`src/hw/rtl/mbts_pkg.sv`:
```
// Shared types, constants and the sigmoid table of the MLP training step core.
package mbts_pkg;

  localparam int HIDDEN     = 2;
  localparam int NW         = 4 * HIDDEN + 1;
  localparam int OB         = 3 * HIDDEN;
  localparam int AW         = $clog2(NW);
  localparam int JW         = (HIDDEN > 1) ? $clog2(HIDDEN) : 1;
  localparam int VALUE_W    = 16;
  localparam int FRAC       = 12;
  localparam int SIG_DEPTH  = 256;
  localparam int SIG_LOG2   = $clog2(SIG_DEPTH);
  localparam int ACC_W      = 24;
  localparam int OPA_W      = 24;
  localparam int OPB_W      = 18;
  localparam int PROD_W     = OPA_W + OPB_W;
  localparam int F_W        = PROD_W - FRAC;
  localparam int TMP_W      = 20;
  localparam logic [12:0] ONE_Q = 13'd4096;
  localparam logic [12:0] LR_RESET  = 13'd2048;
  localparam logic [12:0] MOM_RESET = 13'd3686;

  localparam logic [1:0] CFG_LEARNING_RATE = 2'd0;
  localparam logic [1:0] CFG_MOMENTUM      = 2'd1;

  typedef enum logic [1:0] {
    MODE_LOAD  = 2'd0,
    MODE_TRAIN = 2'd1,
    MODE_INFER = 2'd2,
    MODE_IDLE  = 2'd3
  } mode_t;

  typedef enum logic [4:0] {
    OP_NONE, OP_CAPTURE, OP_LOAD, OP_FI,
    OP_FH0, OP_FH1, OP_FH2, OP_FH3, OP_FH4, OP_FH5, OP_FO,
    OP_E0, OP_E1, OP_E2, OP_E3,
    OP_D0, OP_D1, OP_D2, OP_D3,
    OP_U0, OP_U1, OP_U2, OP_U3,
    OP_EMIT
  } op_t;

  typedef enum logic [2:0] {
    G_DH, G_A_DH, G_B_DH, G_DO, G_HID_DO
  } gsel_t;

  typedef struct packed {
    op_t              op;
    logic [AW-1:0]    addr;
    logic [JW-1:0]    unit;
    gsel_t            gsel;
  } cmd_t;

  typedef logic [12:0] sig_tab_t [SIG_DEPTH];

  // Bit-serial restoring division, evaluated only while the table is built.
  function automatic logic [63:0] udiv64(input logic [63:0] n, input logic [63:0] d);
    logic [63:0] rem;
    logic [63:0] q;
    rem = '0;
    q   = '0;
    for (int i = 63; i >= 0; i--) begin
      rem = {rem[62:0], n[i]};
      if (rem >= d) begin
        rem  = rem - d;
        q[i] = 1'b1;
      end
    end
    return q;
  endfunction

  function automatic sig_tab_t build_sig_tab();
    sig_tab_t    t;
    logic [63:0] one;
    logic [63:0] h;
    logic [63:0] term;
    logic [63:0] eh;
    logic [63:0] e;
    logic [63:0] den;
    int          half;
    one  = 64'd1 << 30;
    h    = (64'd16 << 30) >> SIG_LOG2;
    term = one;
    eh   = one;
    e    = one;
    half = SIG_DEPTH / 2;
    for (int k = 1; k <= 24; k++) begin
      term = udiv64((term * h) >> 30, 64'(k));
      if ((k % 2) == 1) eh = eh - term;
      else eh = eh + term;
    end
    for (int m = 0; m <= half; m++) begin
      den = one + e;
      if (half + m < SIG_DEPTH)
        t[half + m] = 13'(udiv64((64'd1 << 42) + (den >> 1), den));
      if (m > 0)
        t[half - m] = 13'(udiv64((e << 12) + (den >> 1), den));
      e = (e * eh) >> 30;
    end
    return t;
  endfunction

  localparam sig_tab_t SIG_TAB = build_sig_tab();

  function automatic logic [12:0] sig_lookup(input logic signed [ACC_W-1:0] x);
    logic [15:0] c;
    logic [15:0] u;
    if (x > 24'sd32767) c = 16'h7FFF;
    else if (x < -24'sd32768) c = 16'h8000;
    else c = x[15:0];
    u = {~c[15], c[14:0]};
    return SIG_TAB[u[15 -: SIG_LOG2]];
  endfunction

  function automatic logic signed [VALUE_W-1:0] sat_val(input logic signed [31:0] x);
    if (x > 32'sd32767) return 16'sh7FFF;
    else if (x < -32'sd32768) return 16'sh8000;
    else return x[VALUE_W-1:0];
  endfunction

endpackage

```
`src/hw/rtl/mbts_ctrl.sv`:
```
// Sequencing state machine of the MLP training step core.
module mbts_ctrl (
  input  logic                 clk,
  input  logic                 rst_n,
  input  logic                 in_tvalid,
  input  logic [1:0]           in_mode,
  output logic                 in_tready,
  output logic                 out_tvalid,
  input  logic                 out_tready,
  output mbts_pkg::cmd_t       cmd
);

  typedef enum logic [4:0] {
    ST_IDLE, ST_LOAD, ST_FI,
    ST_FH0, ST_FH1, ST_FH2, ST_FH3, ST_FH4, ST_FH5, ST_FO,
    ST_E0, ST_E1, ST_E2, ST_E3,
    ST_D0, ST_D1, ST_D2, ST_D3,
    ST_U0, ST_U1, ST_U2, ST_U3,
    ST_DONE
  } state_t;

  state_t                      state_r, state_nxt;
  logic [1:0]                  mode_r, mode_nxt;
  logic [mbts_pkg::JW-1:0]     j_r, j_nxt;
  logic [mbts_pkg::AW-1:0]     hk_r, hk_nxt;
  logic [mbts_pkg::AW-1:0]     uk_r, uk_nxt;
  logic [1:0]                  usub_r, usub_nxt;
  logic                        out_valid_r, out_valid_nxt;
  logic                        accept;
  logic                        emit;
  logic                        last_j;

  assign accept     = in_tvalid && (state_r == ST_IDLE);
  assign emit       = (state_r == ST_DONE) && (!out_valid_r || out_tready);
  assign last_j     = (j_r == mbts_pkg::JW'(mbts_pkg::HIDDEN - 1));
  assign in_tready  = (state_r == ST_IDLE);
  assign out_tvalid = out_valid_r;

  always_comb begin
    state_nxt = state_r;
    mode_nxt  = mode_r;
    j_nxt     = j_r;
    hk_nxt    = hk_r;
    uk_nxt    = uk_r;
    usub_nxt  = usub_r;
    case (state_r)
      ST_IDLE: begin
        if (accept) begin
          mode_nxt = in_mode;
          j_nxt    = '0;
          hk_nxt   = '0;
          case (in_mode)
            mbts_pkg::MODE_LOAD:  state_nxt = ST_LOAD;
            mbts_pkg::MODE_TRAIN: state_nxt = ST_FI;
            mbts_pkg::MODE_INFER: state_nxt = ST_FI;
            default:              state_nxt = ST_DONE;
          endcase
        end
      end
      ST_LOAD: state_nxt = ST_DONE;
      ST_FI:   state_nxt = ST_FH0;
      ST_FH0:  state_nxt = ST_FH1;
      ST_FH1:  state_nxt = ST_FH2;
      ST_FH2:  state_nxt = ST_FH3;
      ST_FH3:  state_nxt = ST_FH4;
      ST_FH4:  state_nxt = ST_FH5;
      ST_FH5: begin
        if (last_j) begin
          j_nxt     = '0;
          state_nxt = ST_FO;
        end else begin
          j_nxt     = j_r + 1'b1;
          hk_nxt    = hk_r + mbts_pkg::AW'(3);
          state_nxt = ST_FH0;
        end
      end
      ST_FO: state_nxt = (mode_r == mbts_pkg::MODE_TRAIN) ? ST_E0 : ST_DONE;
      ST_E0: state_nxt = ST_E1;
      ST_E1: state_nxt = ST_E2;
      ST_E2: state_nxt = ST_E3;
      ST_E3: state_nxt = ST_D0;
      ST_D0: state_nxt = ST_D1;
      ST_D1: state_nxt = ST_D2;
      ST_D2: state_nxt = ST_D3;
      ST_D3: begin
        if (last_j) begin
          j_nxt     = '0;
          uk_nxt    = '0;
          usub_nxt  = '0;
          state_nxt = ST_U0;
        end else begin
          j_nxt     = j_r + 1'b1;
          state_nxt = ST_D0;
        end
      end
      ST_U0: state_nxt = ST_U1;
      ST_U1: state_nxt = ST_U2;
      ST_U2: state_nxt = ST_U3;
      ST_U3: begin
        if (uk_r == mbts_pkg::AW'(mbts_pkg::NW - 1)) begin
          state_nxt = ST_DONE;
        end else begin
          uk_nxt    = uk_r + 1'b1;
          state_nxt = ST_U0;
          if (uk_r == mbts_pkg::AW'(mbts_pkg::OB - 1) || uk_r == mbts_pkg::AW'(mbts_pkg::OB)) begin
            j_nxt = '0;
          end else if (uk_r > mbts_pkg::AW'(mbts_pkg::OB)) begin
            j_nxt = j_r + 1'b1;
          end else if (usub_r == 2'd2) begin
            usub_nxt = '0;
            j_nxt    = j_r + 1'b1;
          end else begin
            usub_nxt = usub_r + 1'b1;
          end
        end
      end
      ST_DONE: if (emit) state_nxt = ST_IDLE;
      default: state_nxt = ST_IDLE;
    endcase
  end

  always_comb begin
    if (emit) out_valid_nxt = 1'b1;
    else if (out_tready) out_valid_nxt = 1'b0;
    else out_valid_nxt = out_valid_r;
  end

  always_comb begin
    cmd.op   = mbts_pkg::OP_NONE;
    cmd.addr = '0;
    cmd.unit = j_r;
    cmd.gsel = mbts_pkg::G_DH;
    case (state_r)
      ST_IDLE: if (accept) cmd.op = mbts_pkg::OP_CAPTURE;
      ST_LOAD: cmd.op = mbts_pkg::OP_LOAD;
      ST_FI: begin
        cmd.op   = mbts_pkg::OP_FI;
        cmd.addr = mbts_pkg::AW'(mbts_pkg::OB);
      end
      ST_FH0: begin
        cmd.op   = mbts_pkg::OP_FH0;
        cmd.addr = hk_r;
      end
      ST_FH1: begin
        cmd.op   = mbts_pkg::OP_FH1;
        cmd.addr = hk_r + mbts_pkg::AW'(1);
      end
      ST_FH2: begin
        cmd.op   = mbts_pkg::OP_FH2;
        cmd.addr = hk_r + mbts_pkg::AW'(2);
      end
      ST_FH3: cmd.op = mbts_pkg::OP_FH3;
      ST_FH4: begin
        cmd.op   = mbts_pkg::OP_FH4;
        cmd.addr = mbts_pkg::AW'(mbts_pkg::OB + 1) + mbts_pkg::AW'(j_r);
      end
      ST_FH5: cmd.op = mbts_pkg::OP_FH5;
      ST_FO:  cmd.op = mbts_pkg::OP_FO;
      ST_E0:  cmd.op = mbts_pkg::OP_E0;
      ST_E1:  cmd.op = mbts_pkg::OP_E1;
      ST_E2:  cmd.op = mbts_pkg::OP_E2;
      ST_E3:  cmd.op = mbts_pkg::OP_E3;
      ST_D0: begin
        cmd.op   = mbts_pkg::OP_D0;
        cmd.addr = mbts_pkg::AW'(mbts_pkg::OB + 1) + mbts_pkg::AW'(j_r);
      end
      ST_D1: cmd.op = mbts_pkg::OP_D1;
      ST_D2: cmd.op = mbts_pkg::OP_D2;
      ST_D3: cmd.op = mbts_pkg::OP_D3;
      ST_U0, ST_U1, ST_U2, ST_U3: begin
        case (state_r)
          ST_U0:   cmd.op = mbts_pkg::OP_U0;
          ST_U1:   cmd.op = mbts_pkg::OP_U1;
          ST_U2:   cmd.op = mbts_pkg::OP_U2;
          default: cmd.op = mbts_pkg::OP_U3;
        endcase
        cmd.addr = uk_r;
        if (uk_r < mbts_pkg::AW'(mbts_pkg::OB)) begin
          case (usub_r)
            2'd0:    cmd.gsel = mbts_pkg::G_DH;
            2'd1:    cmd.gsel = mbts_pkg::G_A_DH;
            default: cmd.gsel = mbts_pkg::G_B_DH;
          endcase
        end else if (uk_r == mbts_pkg::AW'(mbts_pkg::OB)) begin
          cmd.gsel = mbts_pkg::G_DO;
        end else begin
          cmd.gsel = mbts_pkg::G_HID_DO;
        end
      end
      ST_DONE: if (emit) cmd.op = mbts_pkg::OP_EMIT;
      default: cmd.op = mbts_pkg::OP_NONE;
    endcase
  end

  always_ff @(posedge clk) begin
    if (!rst_n) begin
      state_r     <= ST_IDLE;
      mode_r      <= '0;
      j_r         <= '0;
      hk_r        <= '0;
      uk_r        <= '0;
      usub_r      <= '0;
      out_valid_r <= 1'b0;
    end else begin
      state_r     <= state_nxt;
      mode_r      <= mode_nxt;
      j_r         <= j_nxt;
      hk_r        <= hk_nxt;
      uk_r        <= uk_nxt;
      usub_r      <= usub_nxt;
      out_valid_r <= out_valid_nxt;
    end
  end

  a_hold_result: assert property (@(posedge clk) disable iff (!rst_n)
    (state_r == ST_DONE && out_valid_r && !out_tready) |=> (state_r == ST_DONE))
    else $error("finished item left DONE while the output register was still full");

  a_emit_sets_valid: assert property (@(posedge clk) disable iff (!rst_n)
    (cmd.op == mbts_pkg::OP_EMIT) |=> out_valid_r)
    else $error("result emitted without raising out_tvalid");

  a_uk_range: assert property (@(posedge clk) disable iff (!rst_n)
    uk_r <= mbts_pkg::AW'(mbts_pkg::NW - 1))
    else $error("update pointer ran past the weight store");

  a_j_range: assert property (@(posedge clk) disable iff (!rst_n)
    j_r <= mbts_pkg::JW'(mbts_pkg::HIDDEN - 1))
    else $error("hidden unit counter out of range");

endmodule

```
`src/hw/rtl/mbts_dp.sv`:
```
// Datapath of the MLP training step core: weight stores, shared multiplier and sigmoid table.
module mbts_dp (
  input  logic                 clk,
  input  logic                 rst_n,
  input  mbts_pkg::cmd_t       cmd,
  input  logic signed [15:0]   in_a,
  input  logic signed [15:0]   in_b,
  input  logic [12:0]          in_target,
  input  logic [3:0]           in_weight_index,
  input  logic signed [15:0]   in_weight_value,
  input  logic                 cfg_we,
  input  logic [1:0]           cfg_index,
  input  logic [12:0]          cfg_data,
  output logic [12:0]          net_output,
  output logic [11:0]          sample_error
);

  logic signed [15:0]                 a_r, b_r, wval_r;
  logic [12:0]                        tgt_r;
  logic [3:0]                         widx_r;
  logic [12:0]                        lr_r, mom_r;
  logic signed [15:0]                 w_r [mbts_pkg::NW];
  logic signed [15:0]                 m_r [mbts_pkg::NW];
  logic signed [mbts_pkg::ACC_W-1:0]  acc_r, osum_r;
  logic [12:0]                        hid_r [mbts_pkg::HIDDEN];
  logic signed [15:0]                 dh_r [mbts_pkg::HIDDEN];
  logic [12:0]                        o_r;
  logic [11:0]                        err_r;
  logic signed [14:0]                 diff_r;
  logic signed [15:0]                 do_r;
  logic signed [mbts_pkg::TMP_W-1:0]  tmp_r;
  logic signed [mbts_pkg::PROD_W-1:0] prod_r;
  logic [12:0]                        net_r;
  logic [11:0]                        errout_r;

  logic signed [15:0]                 w_rd, m_rd, dh_sel, chg;
  logic [12:0]                        hid_sel;
  logic signed [mbts_pkg::F_W-1:0]    prod_f;
  logic signed [mbts_pkg::OPA_W-1:0]  opa;
  logic signed [mbts_pkg::OPB_W-1:0]  opb;
  logic signed [14:0]                 diff_c;
  logic signed [mbts_pkg::ACC_W-1:0]  sig_in;
  logic [12:0]                        sig_out;
  logic [28:0]                        err_wide;

  assign w_rd    = w_r[cmd.addr];
  assign m_rd    = m_r[cmd.addr];
  assign hid_sel = hid_r[cmd.unit];
  assign dh_sel  = dh_r[cmd.unit];
  // Floor of the product over 4096: the low twelve bits are dropped.
  assign prod_f  = prod_r[mbts_pkg::PROD_W-1:mbts_pkg::FRAC];
  assign diff_c  = $signed({2'b00, tgt_r}) - $signed({2'b00, o_r});
  assign err_wide = prod_r[41:13];
  assign chg     = mbts_pkg::sat_val(32'(tmp_r) + 32'(prod_f));
  assign sig_in  = (cmd.op == mbts_pkg::OP_FH3) ? acc_r + prod_f[mbts_pkg::ACC_W-1:0] : osum_r;
  assign sig_out = mbts_pkg::sig_lookup(sig_in);

  always_comb begin
    opa = '0;
    opb = '0;
    case (cmd.op)
      mbts_pkg::OP_FH1: begin
        opa = mbts_pkg::OPA_W'(a_r);
        opb = mbts_pkg::OPB_W'(w_rd);
      end
      mbts_pkg::OP_FH2: begin
        opa = mbts_pkg::OPA_W'(b_r);
        opb = mbts_pkg::OPB_W'(w_rd);
      end
      mbts_pkg::OP_FH4: begin
        opa = mbts_pkg::OPA_W'(w_rd);
        opb = $signed({5'b0, hid_sel});
      end
      mbts_pkg::OP_E0: begin
        opa = mbts_pkg::OPA_W'(diff_c);
        opb = mbts_pkg::OPB_W'(diff_c);
      end
      mbts_pkg::OP_E1: begin
        opa = mbts_pkg::OPA_W'(diff_r);
        opb = $signed({5'b0, o_r});
      end
      mbts_pkg::OP_E2: begin
        opa = prod_f[mbts_pkg::OPA_W-1:0];
        opb = $signed({5'b0, mbts_pkg::ONE_Q - o_r});
      end
      mbts_pkg::OP_D0: begin
        opa = mbts_pkg::OPA_W'(w_rd);
        opb = mbts_pkg::OPB_W'(do_r);
      end
      mbts_pkg::OP_D1: begin
        opa = prod_f[mbts_pkg::OPA_W-1:0];
        opb = $signed({5'b0, hid_sel});
      end
      mbts_pkg::OP_D2: begin
        opa = prod_f[mbts_pkg::OPA_W-1:0];
        opb = $signed({5'b0, mbts_pkg::ONE_Q - hid_sel});
      end
      mbts_pkg::OP_U0: begin
        // A bare delta is passed through as a product with one.
        case (cmd.gsel)
          mbts_pkg::G_A_DH:   opa = mbts_pkg::OPA_W'(a_r);
          mbts_pkg::G_B_DH:   opa = mbts_pkg::OPA_W'(b_r);
          mbts_pkg::G_HID_DO: opa = $signed({11'b0, hid_sel});
          default:            opa = $signed({11'b0, mbts_pkg::ONE_Q});
        endcase
        if (cmd.gsel == mbts_pkg::G_DO || cmd.gsel == mbts_pkg::G_HID_DO) opb = mbts_pkg::OPB_W'(do_r);
        else opb = mbts_pkg::OPB_W'(dh_sel);
      end
      mbts_pkg::OP_U1: begin
        opa = prod_f[mbts_pkg::OPA_W-1:0];
        opb = $signed({5'b0, lr_r});
      end
      mbts_pkg::OP_U2: begin
        opa = mbts_pkg::OPA_W'(m_rd);
        opb = $signed({5'b0, mom_r});
      end
      default: begin
        opa = '0;
        opb = '0;
      end
    endcase
  end

  always_ff @(posedge clk) begin
    prod_r <= opa * opb;
  end

  always_ff @(posedge clk) begin
    if (!rst_n) begin
      lr_r  <= mbts_pkg::LR_RESET;
      mom_r <= mbts_pkg::MOM_RESET;
      for (int i = 0; i < mbts_pkg::NW; i++) begin
        w_r[i] <= '0;
        m_r[i] <= '0;
      end
    end else begin
      if (cfg_we) begin
        case (cfg_index)
          mbts_pkg::CFG_LEARNING_RATE: lr_r  <= cfg_data;
          mbts_pkg::CFG_MOMENTUM:      mom_r <= cfg_data;
          default: ;
        endcase
      end
      case (cmd.op)
        mbts_pkg::OP_LOAD: begin
          if (widx_r < 4'(mbts_pkg::NW)) begin
            w_r[widx_r[mbts_pkg::AW-1:0]] <= wval_r;
            m_r[widx_r[mbts_pkg::AW-1:0]] <= '0;
          end
        end
        mbts_pkg::OP_U3: begin
          m_r[cmd.addr] <= chg;
          w_r[cmd.addr] <= mbts_pkg::sat_val(32'(w_rd) + 32'(chg));
        end
        default: ;
      endcase
    end
  end

  always_ff @(posedge clk) begin
    case (cmd.op)
      mbts_pkg::OP_CAPTURE: begin
        a_r    <= in_a;
        b_r    <= in_b;
        tgt_r  <= in_target;
        widx_r <= in_weight_index;
        wval_r <= in_weight_value;
        o_r    <= '0;
        err_r  <= '0;
      end
      mbts_pkg::OP_FI:  osum_r <= mbts_pkg::ACC_W'(w_rd);
      mbts_pkg::OP_FH0: acc_r  <= mbts_pkg::ACC_W'(w_rd);
      mbts_pkg::OP_FH2: acc_r  <= acc_r + prod_f[mbts_pkg::ACC_W-1:0];
      mbts_pkg::OP_FH3: hid_r[cmd.unit] <= sig_out;
      mbts_pkg::OP_FH5: osum_r <= osum_r + prod_f[mbts_pkg::ACC_W-1:0];
      mbts_pkg::OP_FO:  o_r    <= sig_out;
      mbts_pkg::OP_E0:  diff_r <= diff_c;
      mbts_pkg::OP_E1:  err_r  <= (err_wide > 29'd4095) ? 12'hFFF : err_wide[11:0];
      mbts_pkg::OP_E3:  do_r   <= mbts_pkg::sat_val(32'(prod_f));
      mbts_pkg::OP_D3:  dh_r[cmd.unit] <= mbts_pkg::sat_val(32'(prod_f));
      mbts_pkg::OP_U2:  tmp_r  <= prod_f[mbts_pkg::TMP_W-1:0];
      mbts_pkg::OP_EMIT: begin
        net_r    <= o_r;
        errout_r <= err_r;
      end
      default: ;
    endcase
  end

  assign net_output   = net_r;
  assign sample_error = errout_r;

endmodule

```
`src/hw/rtl/mlp_backprop_training_step_core.sv`:
```
// Top level of the MLP training step core: ports, packing and the two sub-blocks.
// Train walks 6*H + 4*H + 4*(4*H+1) + 7 sequencer states, with two hidden units (H),
// and those states share one 24x18 multiplier, which not every state uses. One item is
// in flight; the next is taken once its result has reached the output register.
// Synchronous reset clears weights and momentum terms and sets the rate to 0.5 and
// momentum to 0.9.
module mlp_backprop_training_step_core (
  input  logic        clk,
  input  logic        rst_n,
  input  logic        in_tvalid,
  output logic        in_tready,
  // in_a[15:0], in_b[31:16], target[44:32], weight_index[48:45],
  // weight_value[64:49], zero padding above.
  input  logic [71:0] in_tdata,
  // mode[1:0], zero padding above.
  input  logic [7:0]  in_tuser,
  output logic        out_tvalid,
  input  logic        out_tready,
  // net_output[12:0], sample_error[24:13], zero padding above.
  output logic [31:0] out_tdata,
  input  logic        cfg_valid,
  output logic        cfg_ready,
  input  logic [1:0]  cfg_index,
  input  logic [12:0] cfg_data
);

  mbts_pkg::cmd_t cmd;
  logic [12:0]    net_output;
  logic [11:0]    sample_error;

  // Configuration writes are always taken; rate and momentum writes land in the datapath registers, others are dropped.
  assign cfg_ready = 1'b1;

  mbts_ctrl u_ctrl (
    .clk        (clk),
    .rst_n      (rst_n),
    .in_tvalid  (in_tvalid),
    .in_mode    (in_tuser[1:0]),
    .in_tready  (in_tready),
    .out_tvalid (out_tvalid),
    .out_tready (out_tready),
    .cmd        (cmd)
  );

  mbts_dp u_dp (
    .clk             (clk),
    .rst_n           (rst_n),
    .cmd             (cmd),
    .in_a            (in_tdata[15:0]),
    .in_b            (in_tdata[31:16]),
    .in_target       (in_tdata[44:32]),
    .in_weight_index (in_tdata[48:45]),
    .in_weight_value (in_tdata[64:49]),
    .cfg_we          (cfg_valid),
    .cfg_index       (cfg_index),
    .cfg_data        (cfg_data),
    .net_output      (net_output),
    .sample_error    (sample_error)
  );

  assign out_tdata = {7'b0, sample_error, net_output};

endmodule
```
`config.mk`:
```
export PLATFORM = sky130hd
export DESIGN_NAME = mlp_backprop_training_step_core
export DESIGN_NICKNAME = d
export VERILOG_FILES = /design/src/hw/rtl/mbts_pkg.sv /design/src/hw/rtl/mbts_ctrl.sv /design/src/hw/rtl/mbts_dp.sv /design/src/hw/rtl/mlp_backprop_training_step_core.sv
export SDC_FILE = /design/constraint.sdc
export NUM_CORES = 2
export LEC_CHECK = 0
export BUFFER_PORTS_ARGS = -buffer_cell sky130_fd_sc_hd__buf_2
export CAP_MARGIN = 20
export CORE_ASPECT_RATIO = 1.25
export CORE_MARGIN = 2
export CORE_UTILIZATION = 35
export CTS_BUF_LIST = sky130_fd_sc_hd__clkbuf_8 sky130_fd_sc_hd__clkbuf_16
export DETAILED_ROUTE_END_ITERATION = 8
export GPL_TIMING_DRIVEN = 0
export PLACE_DENSITY = 0.51
export REMOVE_ABC_BUFFERS = 1
export SETUP_SLACK_MARGIN = 0.1
export SKIP_CTS_REPAIR_TIMING = 1
export SLEW_MARGIN = 20
export SYNTH_ARGS = -nofsm -noshare
export SYNTH_HDL_FRONTEND = slang
export SYNTH_HIERARCHICAL = 1
export SYNTH_SLANG_ARGS = --single-unit
```
`constraint.sdc`:
```
create_clock -name clk -period 15.6 [get_ports clk]
set_clock_uncertainty 0.1 [all_clocks]
set_input_delay 4.68 -clock clk [delete_from_list [all_inputs] [get_ports clk]]
set_output_delay 4.68 -clock clk [all_outputs]
set_load 0.02 [all_outputs]
```
* Word level (Yosys, flattened, before mapping) *
Memories as Yosys holds them, arrays and structs flattened. A register that Yosys moved wholly into a read port is not among the register bits.
Cells that the tools add are included.

storage, ports and cells
  bits in read-only memories = 3328
  bits in writable memories = 346
  flip-flop bits (word level) = 301
  logic and storage cells = 252
  memories kept = 5
  output and inout bits = 35

memory list
  memory            words  bits a word  rd ports  clocked after memory_dff  wr ports  line             text
  (name not given)  256    13           1         0                         0         mbts_pkg.sv:111  return SIG_TAB[u[15 -: SIG_LOG2]];
  u_dp.m_r          9      16           1         0                         9         mbts_dp.sv:23    logic signed [15:0] m_r [mbts_pkg::NW];
  u_dp.w_r          9      16           1         0                         9         mbts_dp.sv:22    logic signed [15:0] w_r [mbts_pkg::NW];
  u_dp.dh_r         2      16           1         1                         1         mbts_dp.sv:26    logic signed [15:0] dh_r [mbts_pkg::HIDDEN];
  u_dp.hid_r        2      13           1         1                         1         mbts_dp.sv:25    logic [12:0] hid_r [mbts_pkg::HIDDEN];

cells by class
  multipliers = 1
  $lt $le $gt $ge = 13
  mux-type cells = 89
  $add $sub $neg = 14
  equality and inequality tests = 66
  reductions and logical operators = 38
  bitwise gates (word level) = 2

operators with widths
  operator                                                         count
  2-to-1 mux 16 bit                                                15
  case mux 24 bit (8 select lines)                                 1
  case mux 18 bit (10 select lines)                                1
  case mux 5 bit (23 select lines)                                 1
  case mux 5 bit (20 select lines)                                 1
  case mux 24 bit (2 select lines)                                 2
  == test 5 x 4 -> 1 bit, second input constant                    16
  == test 5 bit, second input constant                             15
  case mux 24 bit (3 select lines)                                 1
  greater-than comparator 32 x 16 -> 1 bit, second input constant  2
  < comparator 32 x 16 -> 1 bit, second input constant             2
  OR reduction 16 bit                                              4
  adder 24 bit                                                     2
  multiplier 24 x 18 -> 42 bit                                     1
  == test 5 x 3 -> 1 bit, second input constant                    8
  2-to-1 mux 4 bit                                                 9
  adder 20 x 30 -> 31 bit                                          1
  greater-than comparator 30 x 16 -> 1 bit, second input constant  1
  < comparator 30 x 16 -> 1 bit, second input constant             1
  greater-than comparator 29 x 12 -> 1 bit, second input constant  1
  2-to-1 mux 1 bit                                                 29
  2-to-1 mux 13 bit                                                2
  case mux 13 bit (2 select lines)                                 1
  subtractor 13 bit, first input constant                          2
  other kinds (53)                                                 104

* Depth between registers and ports, before layout *
  depth in word-level cells = 16
  depth in mapped cells = 47

* Modules after synthesis *
The synthesis kept the hierarchy.

modules (own cells, without submodules)
  module                           times used  area an instance (um^2)  cells each  seq. area each (um^2)
  mbts_dp                          1           57510.2                  5191        24513.5
  mbts_ctrl                        1           1749.2                   230         380.4
  mlp_backprop_training_step_core  1           67.6                     10          0.0

* Worst setup path after synthesis *
No wires, ideal clock.

  path type = input to register
  from = input out_tready
  to = register u_dp/prod_r[41] (netlist bit)
  path slack = 2.155 ns
  stages on the path = 37
  data required time = 15.380 ns
  data arrival time = 13.225 ns
  path through = nand2b_1 -> o21ai_0 -> a221oi_1 -> buf_6 -> buf_2 -> or4_1 -> clkbuf_1 -> clkbuf_1 -> a21oi_1 -> nand4_1 -> or2_2 -> xor2_1 -> o211ai_1 -> clkbuf_1 -> nand2_1 -> fa_1 -> inv_1 -> fa_1 -> inv_1 -> fa_1 -> inv_1 -> fa_1 -> fa_1 -> inv_1 -> fa_1 -> inv_1 -> ha_1 -> a21boi_0 -> a311oi_2 -> a21oi_2 -> o211ai_1 -> o211a_1 -> o31ai_2 -> a211oi_1 -> o31ai_2 -> a21oi_1 -> xnor2_1

RTL lines
  what                    line                                   text
  start: declaration      mlp_backprop_training_step_core.sv:18  input logic out_tready,
  end signal: assignment  mbts_dp.sv:125                         prod_r <= opa * opb;
  end: declaration        mbts_dp.sv:32                          logic signed [mbts_pkg::PROD_W-1:0] prod_r;

==> flow_metrics.tcl <==
set metrics [dict create \
    synth-simple-area-share 0.127 \
    worst_slew_margin_rel 0.175 \
    fin_area_sq_um 67500 \
    synth-main-ff-cell "edfxtp_1" \
    wl_met2_um 102000 \
    hp-class "reg2reg" \
    synthXorXnorAreaFrac 0.0190 \
    fin_hold_ws_ns 0.317 \
    cp_common_cell "fa_1" \
    cp.required_ns 16.09 \
    avgSynthCellArea_sq_um 10.9 \
    via_per_inst 5.62 \
    reg2reg_from "u_ctrl/state_r[0]" \
    grt_pass1_wl_um 301000 \
    ff2ff_path_depth 40 \
    grtUsageTotal 0.237 \
    synthesis.area_sq_um 59300 \
    synth_top_cell_area_share 0.394 \
    post-place-ws_ns -1.58 \
    ios 135 \
    rows 168 \
    yosys.area.top_type "edfxtp_1" \
    rsz0062_at_grt "false" \
    min_period_over_period 0.969 \
    routed.top_layer "met4" \
    path_buf_inv 8 \
    dr.pass1.iters 8 \
    final_cell_mix "779 x edfxtp_1, 668 x inv_1, 662 x nor2_1" \
    fp.dieW_um 372 \
    numCtsBuffers 96 \
    clock_latency_ns 0.73 \
    gp_congestion 0.988 \
    grt-ovfl-total 0 \
    ys_seq_area_frac 0.420 \
    htree_levels 3 \
    antenna_found_initial 4 \
    synth_cells 5431 \
    cp.depth 39 \
    slew_violations 0 \
    drc 0 \
    rr_endpoint "u_dp/prod_r[41]" \
    synth-edff-count 779 \
    final_common_cell "edfxtp_1" \
    worstSetupStartpoint "out_tready" \
    yosysUniqueCellTypes 120 \
    first_iter_violations 4371 \
    grt_pass1_vias 44300 \
    setup_viol 0 \
    crit_arrival_ns 15.61 \
    wl_met1_um 80300 \
    yosys-top-cells-area "edfxtp_1 39%, fa_1 14%, mux4_2 5.9%" \
    clk_pin_slew_ns 0.06 \
    io_buffers 112 \
    cap_violations 0 \
    ys_ff_latch 854 \
    setup.worst_path.end "u_dp/prod_r[41]" \
    ant_nets 0 \
    power.density_nw_per_um2 187 \
    cp_max_fo 20 \
    synth_mux_area_frac 0.0676 \
    die-area_sq_um 173000 \
    fin_ws_ns 0.482 \
    wl_met3_um 13700 \
    end_kind "flop" \
    cp_slowest_cell "nor3b_1" \
    dieHeight_um 464 \
    run_status "complete, no violations" \
    placed_area_sq_um 63900 \
    post_drt_wl_per_cell_um 26.4 \
    ir_worst_vdd_mv 0.149 \
    r2r_slack_ns 2.75 \
    tightestPinTransition_ns 1.23 \
    start_util 0.353 \
    critPathKind "in2reg" \
    hold_viol_final 0 \
    clk_path_buf_depth 3 \
    vias 43700 \
    drive_gt1_frac 0.136 \
    cp-start-kind "input port" \
    layout_min_cycle_time_ns 15.12 \
    grt_max_degree 57 \
    synth-compound-area-share 0.112 \
    max_freq_mhz 66.1 \
    path_delay_family "compound AO/OA/AOI/OAI gates" \
    leakagePower_nw 26.5 \
    synthAdderAreaFrac 0.191 \
    layout.nets 6238 \
    synthToLayoutAreaGrowth_pct 13.7 \
    ys_warn_count 6 \
    core_sq_um 168000 \
    crit_path_max_incr_delay_ns 0.89 \
    synth_top_family_by_area "adder cells" \
    hpwlAfterDp_um 151000 \
    cts.sinks 854 \
    tritoncts "built" \
    setup_tns_ns 0 \
    routed_wl_um 206000 \
    async_reset_ff_frac 0 \
    cts-root-buf "clkbuf_16" \
]
## cell usage after synthesis, drive strengths merged (14+ instances only)
library cell and count:
clkbuf 194, fa 427, nor3b 15, o21a 39, a21o 62, a222oi 17, or2 24, mux4 155
nand2b 49, nor2b 43, or3 33, o31ai 41, and2 26, and3 31, mux2i 46, a2111oi 15
a21boi 44, edfxtp 779, nor4 20, nand2 542, buf 104, a211oi 36, o22ai 18, nand3 84
a31oi 38, inv 654, xnor2 92, ha 224, a221oi 25, o21ai 187, o211ai 32, nand4 28
xor2 37, nor2 677, nor3 73, a21oi 218, o21bai 14, a22oi 36, dfxtp 75
## flip-flops by register name (all words and copies together), names as in the netlist, 20 cells and up
| register | cells |
|---|---|
| u_dp/osum_r | 24 |
| u_dp/acc_r | 24 |
| u_dp/w_r | 256 |
| u_dp/tmp_r | 20 |
| u_dp/prod_r | 30 |
| u_dp/m_r | 256 |
| u_dp/dh_r | 32 |
| u_dp/hid_r | 24 |
## per-stage QoR
| step | power (mW) | cells | util |
|---|---|---|---|
| floorplan | 7.43 | 5139 | - |
| CTS | 12.5 | 7768 | 0.400 |
| finish | 12.6 | 7777 | 0.402 |
| global route | 13.2 | 7776 | 0.402 |
| detailed placement | 10.1 | 7591 | 0.381 |
| global placement | 10.1 | 7461 | 0.365 |
## kinds of logic after synthesis
logic type               count (synthesis)
multiplexers                           206
buffers and inverters                  954
AO/OA/AOI/OAI                          945
AND/OR/NAND/NOR                       1689
XOR/XNOR                               129
other                                    3
flip-flops                             854
adder cells (fa/ha/maj)                651
## layer usage
metal  vias to the layer above  GRT usage
li1                      19100          -
met1                     22300      0.300
met2                      1809      0.410
met3                       457     0.0326
met4                         0     0.0858
met5                         -          0
## worst min-delay path by stage
| stage | depth (start not counted) | start | end | slack (ns) |
|---|---|---|---|---|
| final | 0 | u_dp/err_r[2] | u_dp/sample_error[2] | 0.32 |
| after global routing | 0 | u_dp/err_r[3] | u_dp/sample_error[3] | 0.33 |
| after CTS | 0 | u_dp/err_r[2] | u_dp/sample_error[2] | 0.32 |
| after detailed placement | 0 | u_dp/err_r[0] | u_dp/sample_error[0] | 0.30 |
| after global placement | 0 | u_dp/err_r[3] | u_dp/sample_error[3] | 0.30 |
| after floorplan | 0 | u_dp/err_r[0] | u_dp/sample_error[0] | 0.30 |
## report_power, final
group	switching, mW	leakage, nW	internal, mW
Clock	0.986	1.65	1.34
Combinational	4.66	17.0	2.28
Sequential	0.335	7.85	3.02
## layout make-up
type                    count  area [sq um]
fillers                 16100        100000
multi-input cells        3630         31400
flip-flops and latches    854         24900
well taps                2210          2770
repair buffers            249          2660
clock buffers             103          2540
inverters                 656          2470
clock inverters            74           732
diodes                      1          2.50
(Power assumes the default switching activity.)
